==> config.mk <==
export PLATFORM = sky130hd
export DESIGN_NAME = double_ended_queue
export DESIGN_NICKNAME = d
export VERILOG_FILES = /design/src/hdl/deq_pkg.sv /design/src/hdl/double_ended_queue.sv /design/src/hdl/deq_cell.sv
export SDC_FILE = /design/constraint.sdc
export NUM_CORES = 2
export LEC_CHECK = 0
export BUFFER_PORTS_ARGS = -buffer_cell sky130_fd_sc_hd__buf_2
export CAP_MARGIN = 20
export CORE_MARGIN = 10
export CORE_UTILIZATION = 30
export CTS_BUF_LIST = sky130_fd_sc_hd__clkbuf_8
export DETAILED_ROUTE_END_ITERATION = 12
export HOLD_SLACK_MARGIN = 0.02
export SYNTH_ARGS = -nofsm -noshare
export SYNTH_HDL_FRONTEND = slang
export SYNTH_SLANG_ARGS = --single-unit
==> constraint.sdc <==
create_clock -name clk -period 5.9 [get_ports clk]
set_input_delay 0.59 -clock clk [delete_from_list [all_inputs] [get_ports clk]]
set_output_delay 0.59 -clock clk [all_outputs]
set_load 0.02 [all_outputs]
==> src/hdl/deq_pkg.sv <==
// Shared types and codes for the double-ended queue.
`timescale 1ns / 1ps
`default_nettype none

package deq_pkg;

  localparam int VALUE_W = 64;
  localparam int COUNT_W = 5;

  typedef enum logic [2:0] {
    OP_PUSH_FRONT = 3'd0,
    OP_PUSH_BACK  = 3'd1,
    OP_POP_FRONT  = 3'd2,
    OP_POP_BACK   = 3'd3,
    OP_REVERSE    = 3'd4
  } op_t;

  typedef enum logic [1:0] {
    ST_DONE  = 2'd0,
    ST_EMPTY = 2'd1,
    ST_FULL  = 2'd2
  } status_t;

  // Physical moves applied to the cell row; at most one is set at a time.
  typedef struct packed {
    logic ins_first;
    logic ins_last;
    logic del_first;
    logic del_last;
  } cell_ctrl_t;

endpackage

`default_nettype wire

==> src/hdl/double_ended_queue.sv <==
// Top level of the bounded double-ended queue built on a row of shifting cells.
`timescale 1ns / 1ps
`default_nettype none

// Bounded double-ended queue of WORD_BITS-bit words, at most DEPTH held. Each item carries
// an operation (push front, push back, pop front, pop back, reverse) and returns one result:
// front and back words (0 when empty), the count and a status. Words live twice in a row of
// DEPTH cells: one chain packed toward the first slot, one toward the last, so both ends sit
// in fixed cells and every push or pop shifts one chain; a push also writes once into the other.
// Reversal only flips an orientation flag. One item is accepted per cycle unless a result waits
// untaken; the result register frees up when the result is taken, and a new item may enter in
// that same cycle. Pops and reverse on an empty queue and pushes on a full one report a status
// and change nothing. No clearing pass is needed after reset.
module double_ended_queue #(
  parameter int DEPTH     = 16,
  parameter int WORD_BITS = 64
) (
  input  wire                        clk,
  input  wire                        rst_n,
  input  wire                        in_valid,
  output logic                       in_ready,
  input  wire  [2:0]                 in_op,
  input  wire  [deq_pkg::VALUE_W-1:0] in_value,
  output logic                       out_valid,
  input  wire                        out_ready,
  output logic [deq_pkg::VALUE_W-1:0] out_front_word,
  output logic [deq_pkg::VALUE_W-1:0] out_back_word,
  output logic [deq_pkg::COUNT_W-1:0] out_count,
  output logic [1:0]                 out_status
);
  import deq_pkg::*;

  localparam int CNT_BITS = $clog2(DEPTH + 1);

  logic [WORD_BITS-1:0] a_word [DEPTH];
  logic [WORD_BITS-1:0] b_word [DEPTH];
  logic [WORD_BITS-1:0] value_w;

  logic [CNT_BITS-1:0]  count_r, count_nxt;
  logic                 rev_r, rev_nxt;
  logic                 out_valid_r, out_valid_nxt;
  status_t              status_r, status_nxt;

  op_t                  op;
  logic                 accept;
  logic                 is_push, needs_words, at_first, full, empty;
  cell_ctrl_t           ctrl;
  logic [WORD_BITS-1:0] front_w, back_w;

  assign value_w  = in_value[WORD_BITS-1:0];
  assign op       = op_t'(in_op);
  assign in_ready = !out_valid_r || out_ready;
  assign accept   = in_valid && in_ready;
  assign full     = (count_r == CNT_BITS'(DEPTH));
  assign empty    = (count_r == '0);

  always_comb begin
    is_push     = op inside {OP_PUSH_FRONT, OP_PUSH_BACK};
    needs_words = op inside {OP_POP_FRONT, OP_POP_BACK, OP_REVERSE};
    // Front end is the first slot unless the queue is reversed.
    at_first    = (op inside {OP_PUSH_FRONT, OP_POP_FRONT}) != rev_r;
    ctrl        = '0;
    count_nxt   = count_r;
    rev_nxt     = rev_r;
    status_nxt  = status_r;
    if (accept) begin
      status_nxt = ST_DONE;
      if (is_push && full) begin
        status_nxt = ST_FULL;
      end else if (needs_words && empty) begin
        status_nxt = ST_EMPTY;
      end else begin
        case (op)
          OP_PUSH_FRONT, OP_PUSH_BACK: begin
            ctrl.ins_first = at_first;
            ctrl.ins_last  = !at_first;
            count_nxt      = count_r + CNT_BITS'(1);
          end
          OP_POP_FRONT, OP_POP_BACK: begin
            ctrl.del_first = at_first;
            ctrl.del_last  = !at_first;
            count_nxt      = count_r - CNT_BITS'(1);
          end
          OP_REVERSE: begin
            rev_nxt = !rev_r;
          end
          default: begin
            // unused codes: report the current state only
          end
        endcase
      end
    end
    out_valid_nxt = accept ? 1'b1 : (out_ready ? 1'b0 : out_valid_r);
  end

  genvar gi;
  generate
    for (gi = 0; gi < DEPTH; gi++) begin : g_cell
      logic [WORD_BITS-1:0] a_prev, a_next, b_prev, b_next;
      if (gi == 0) begin : g_head
        assign a_prev = value_w;
        assign b_prev = value_w;
      end else begin : g_mid
        assign a_prev = a_word[gi-1];
        assign b_prev = b_word[gi-1];
      end
      if (gi == DEPTH - 1) begin : g_end
        assign a_next = a_word[gi];
        assign b_next = b_word[gi];
      end else begin : g_inner
        assign a_next = a_word[gi+1];
        assign b_next = b_word[gi+1];
      end
      deq_cell #(
        .WORD_BITS (WORD_BITS),
        .CNT_BITS  (CNT_BITS),
        .IDX       (gi)
      ) u_cell (
        .clk    (clk),
        .ctrl   (ctrl),
        .count  (count_r),
        .value  (value_w),
        .a_prev (a_prev),
        .a_next (a_next),
        .b_prev (b_prev),
        .b_next (b_next),
        .a_word (a_word[gi]),
        .b_word (b_word[gi])
      );
    end
  endgenerate

  always_ff @(posedge clk) begin
    if (!rst_n) begin
      count_r     <= '0;
      rev_r       <= 1'b0;
      out_valid_r <= 1'b0;
    end else begin
      count_r     <= count_nxt;
      rev_r       <= rev_nxt;
      out_valid_r <= out_valid_nxt;
    end
    status_r <= status_nxt;
  end

  // Ends of the queue sit in cell zero of each chain.
  always_comb begin
    front_w = '0;
    back_w  = '0;
    if (!empty) begin
      front_w = rev_r ? b_word[0] : a_word[0];
      back_w  = rev_r ? a_word[0] : b_word[0];
    end
  end

  assign out_valid      = out_valid_r;
  assign out_front_word = VALUE_W'(front_w);
  assign out_back_word  = VALUE_W'(back_w);
  assign out_count      = COUNT_W'(count_r);
  assign out_status     = status_r;

  a_count_bound: assert property (@(posedge clk) disable iff (!rst_n)
    count_r <= CNT_BITS'(DEPTH))
    else $error("count exceeds depth");

  a_full_drop: assert property (@(posedge clk) disable iff (!rst_n)
    (accept && (op == OP_PUSH_FRONT || op == OP_PUSH_BACK) && full)
    |=> (status_r == ST_FULL && $stable(count_r)))
    else $error("push on full queue changed state");

  a_pop_count: assert property (@(posedge clk) disable iff (!rst_n)
    (accept && (op == OP_POP_FRONT || op == OP_POP_BACK) && !empty)
    |=> (count_r == $past(count_r) - CNT_BITS'(1)))
    else $error("pop did not remove exactly one word");

  a_flag_hold: assert property (@(posedge clk) disable iff (!rst_n)
    !(accept && op == OP_REVERSE) |=> $stable(rev_r))
    else $error("orientation changed without a reverse item");

endmodule

`default_nettype wire

==> src/hdl/deq_cell.sv <==
// One cell of the queue row: a word of the front-packed chain and one of the back-packed chain.
`timescale 1ns / 1ps
`default_nettype none

module deq_cell #(
  parameter int WORD_BITS = 64,
  parameter int CNT_BITS  = 5,
  parameter int IDX       = 0
) (
  input  wire                       clk,
  input  deq_pkg::cell_ctrl_t       ctrl,
  input  wire  [CNT_BITS-1:0]       count,
  input  wire  [WORD_BITS-1:0]      value,
  input  wire  [WORD_BITS-1:0]      a_prev,
  input  wire  [WORD_BITS-1:0]      a_next,
  input  wire  [WORD_BITS-1:0]      b_prev,
  input  wire  [WORD_BITS-1:0]      b_next,
  output logic [WORD_BITS-1:0]      a_word,
  output logic [WORD_BITS-1:0]      b_word
);
  import deq_pkg::*;

  logic [WORD_BITS-1:0] a_r, a_nxt;
  logic [WORD_BITS-1:0] b_r, b_nxt;
  logic                 at_tail;

  // This cell is the first free slot past the held words.
  assign at_tail = (count == CNT_BITS'(IDX));

  always_comb begin
    a_nxt = a_r;
    b_nxt = b_r;
    if (ctrl.ins_first) begin
      a_nxt = a_prev;
      if (at_tail) b_nxt = value;
    end else if (ctrl.ins_last) begin
      b_nxt = b_prev;
      if (at_tail) a_nxt = value;
    end else if (ctrl.del_first) begin
      a_nxt = a_next;
    end else if (ctrl.del_last) begin
      b_nxt = b_next;
    end
  end

  always_ff @(posedge clk) begin
    a_r <= a_nxt;
    b_r <= b_nxt;
  end

  assign a_word = a_r;
  assign b_word = b_r;

endmodule

`default_nettype wire

==> impl_metrics.env <==
export IMPL_drive_above_1_share_pct=12.1
export IMPL_p_per_area_mw_per_mm2=273
export IMPL_place_inst=13400
export IMPL_syn2layout_area_growth_pct=11.3
export IMPL_p_leak_nw=43.8
export IMPL_path_common_cell="buf_4"
export IMPL_power_mw=32.5
export IMPL_drc_errors=0
export IMPL_cts_htree_levels=5
export IMPL_syn_nets=8956
export IMPL_routed_wl_um=297000
export IMPL_die_w_um=616
export IMPL_reg2reg_depth=7
export IMPL_ir_drop_v=0.000154
export IMPL_grt_max_degree=246
export IMPL_placed_area_sq_mm=0.112
export IMPL_max_slew_margin_rel_pct=21.3
export IMPL_max_stage_delay_ps=690
export IMPL_fin_nets=9085
export IMPL_cp_start_kind="flip-flop"
export IMPL_finClkSkew_ps=99.1
export IMPL_cp_slowest_cell="buf_4"
export IMPL_synth_edff_count=2050
export IMPL_ys_types=51
export IMPL_critPathMaxFanout=66
export IMPL_ant_nets=0
export IMPL_yosys_warnings=0
export IMPL_root_buffer="clkbuf_8"
export IMPL_post_route_util_pct=33.6
export IMPL_cts_buffer_depth=4
export IMPL_cts_tree="yes"
export IMPL_design_area_sq_mm=0.119
export IMPL_core_area_sq_mm=0.353
export IMPL_finalCritPeriodShare_pct=77.5
export IMPL_rows=218
export IMPL_layout_min_cycle_time_ps=4570
export IMPL_fin_cells=14000
export IMPL_grt_pass1_wl_um=441000
export IMPL_status="completed"
export IMPL_critPathTopFamily="buffers and inverters"
export IMPL_fp_dieArea_sq_mm=0.380
export IMPL_maxSlewViolCount=0
export IMPL_antenna_found_initial=12
export IMPL_cp_data_arrival_time_ps=3980
export IMPL_synth_flop_cell="edfxtp_1"
export IMPL_rsz0062_at_grt="no"
export IMPL_syn_area_per_cell_sq_um=12.0
export IMPL_required_ps=5310
export IMPL_hp_class="input port to flip-flop"
export IMPL_first_global_vias=68000
export IMPL_gp_routability_congestion=0.810
export IMPL_viasPerCell=4.85
export IMPL_synthCells=8879
export IMPL_track_usage_pct=14.8
export IMPL_path_depth=7
export IMPL_fin_ws_ps=1330
export IMPL_num_vias=67900
export IMPL_tightestPinTransition_ps=1180
export IMPL_worst_setup_path_end_kind="output port"
export IMPL_place_ws_ps=1730
export IMPL_drtIter0Drc=6188
export IMPL_crit_buf_inv=4
export IMPL_start_util_pct=30.2
export IMPL_final_cell_mix="2050 x edfxtp_1, 1986 x mux2i_1, 1973 x inv_1"
export IMPL_io_pins=208
export IMPL_cts_made_buffers=337
export IMPL_fin_worst_hold_slack_ps=102
export IMPL_clk_pin_slew_ps=60
export IMPL_worst_setup_path_type="flip-flop to output port"
export IMPL_path_cells="inv_1 -> ha_1 -> nor4b_4 -> buf_4 -> buf_4 -> nor2_1 -> buf_2"
export IMPL_syn_cell_area_sq_mm=0.107
export IMPL_final_common_cell="edfxtp_1"
export IMPL_fmax_ghz=0.219
export IMPL_fp_dieH_um=616
export IMPL_clk_latency_ps=1000
export IMPL_max_cap_violations=0
export IMPL_ys_seq_area_share_pct=57.9
export IMPL_hold_depth=2
export IMPL_synth_seq_cells=2057
export IMPL_finalHoldViolCount=0
export IMPL_routedWlPerCell_um=21.2
export IMPL_cts_sinks=2057
export IMPL_grt_ovfl_total=0
export IMPL_tns_ps=0
export IMPL_firstDrtPassIters=6
export IMPL_portBuffers=207
export IMPL_hpwl_um=183000
export IMPL_synth_async_reset_ratio_pct=0
export IMPL_setup_viol=0
## flip-flops by register name (all words and copies together) (netlist names)
signal,cells
out_valid,1
rev_r,1
out_status,2
g_cell.u_cell.b_word,1024
out_count,5
g_cell.u_cell.a_word,1024
## cell type report
cell class	count	area (sq um)
diodes	6	15.0
clock buffers	347	4780
clock inverters	243	1150
fillers	34800	235000
inverters	1863	6990
multi-input cells	4335	34700
flip-flops and latches	2057	61700
well taps	4730	5920
repair buffers	414	3440
## metal layers
layer	global-route usage (%)	up-vias	wire (um)
li1	-	31200	-
met1	19.0	34100	125000
met2	25.2	2024	143000
met3	2.06	517	15800
met4	5.80	8	12500
met5	0	-	48
## kinds of logic (layout without fill, tap and decap cells)
| group | count (synthesis) | in the layout | synth area share (%) |
|---|---|---|---|
| compound gates | 1904 | 1904 | 9.63 |
| xor+xnor | 2 | 2 | 0.0164 |
| fa+ha+maj | 6 | 6 | 0.0704 |
| buf+inv | 2487 | 2867 | 10.2 |
| flops | 2057 | 2057 | 57.9 |
| mux | 2178 | 2178 | 21.0 |
| other cells | 0 | 6 | 0 |
| simple gates | 245 | 245 | 1.24 |
## repair_timing
item	CTS	global route
hold buffers	30	0
resized for setup	0	0
setup buffers	0	0
hold endpoints to repair	76	0
## where the power goes
| group | internal, mW | switching, mW | total (mW) |
|---|---|---|---|
| Clock | 5.70 | 5.99 | 11.7 |
| Sequential | 16.8 | 0.328 | 17.1 |
| Combinational | 1.22 | 2.43 | 3.66 |
## Yosys cell counts (all sizes together) (2+ instances only)
library cell / number / area [sq um]
edfxtp: 2050 / 61600
and3: 3 / 18.8
o21ai: 3 / 15.0
nor2: 133 / 499
dfxtp: 7 / 140
o31ai: 3 / 22.5
buf: 529 / 3480
nor4: 2 / 12.5
clkbuf: 95 / 365
a31oi: 16 / 100
mux2i: 1986 / 19900
o21a: 2 / 15.0
a2111oi: 2 / 17.5
nand2: 19 / 71.3
nor3b: 4 / 30.0
mux2: 192 / 2540
nand4: 4 / 31.3
ha: 6 / 75.1
nor3: 68 / 552
inv: 1863 / 6990
nand2b: 4 / 32.5
a21oi: 1874 / 10100
## final timing paths
kind,start,endpoint,slack [ps]
setup / recovery,out_count[0],out_back_word[52],1330
hold / removal,in_value[38],g_cell[15].u_cell.a_word[38],100
setup reg to reg,out_count[0],g_cell[7].u_cell.a_word[37],1880
hold reg to reg,g_cell[14].u_cell.a_word[40],g_cell[15].u_cell.a_word[40],510
Power figures use the tool's default switching activity.
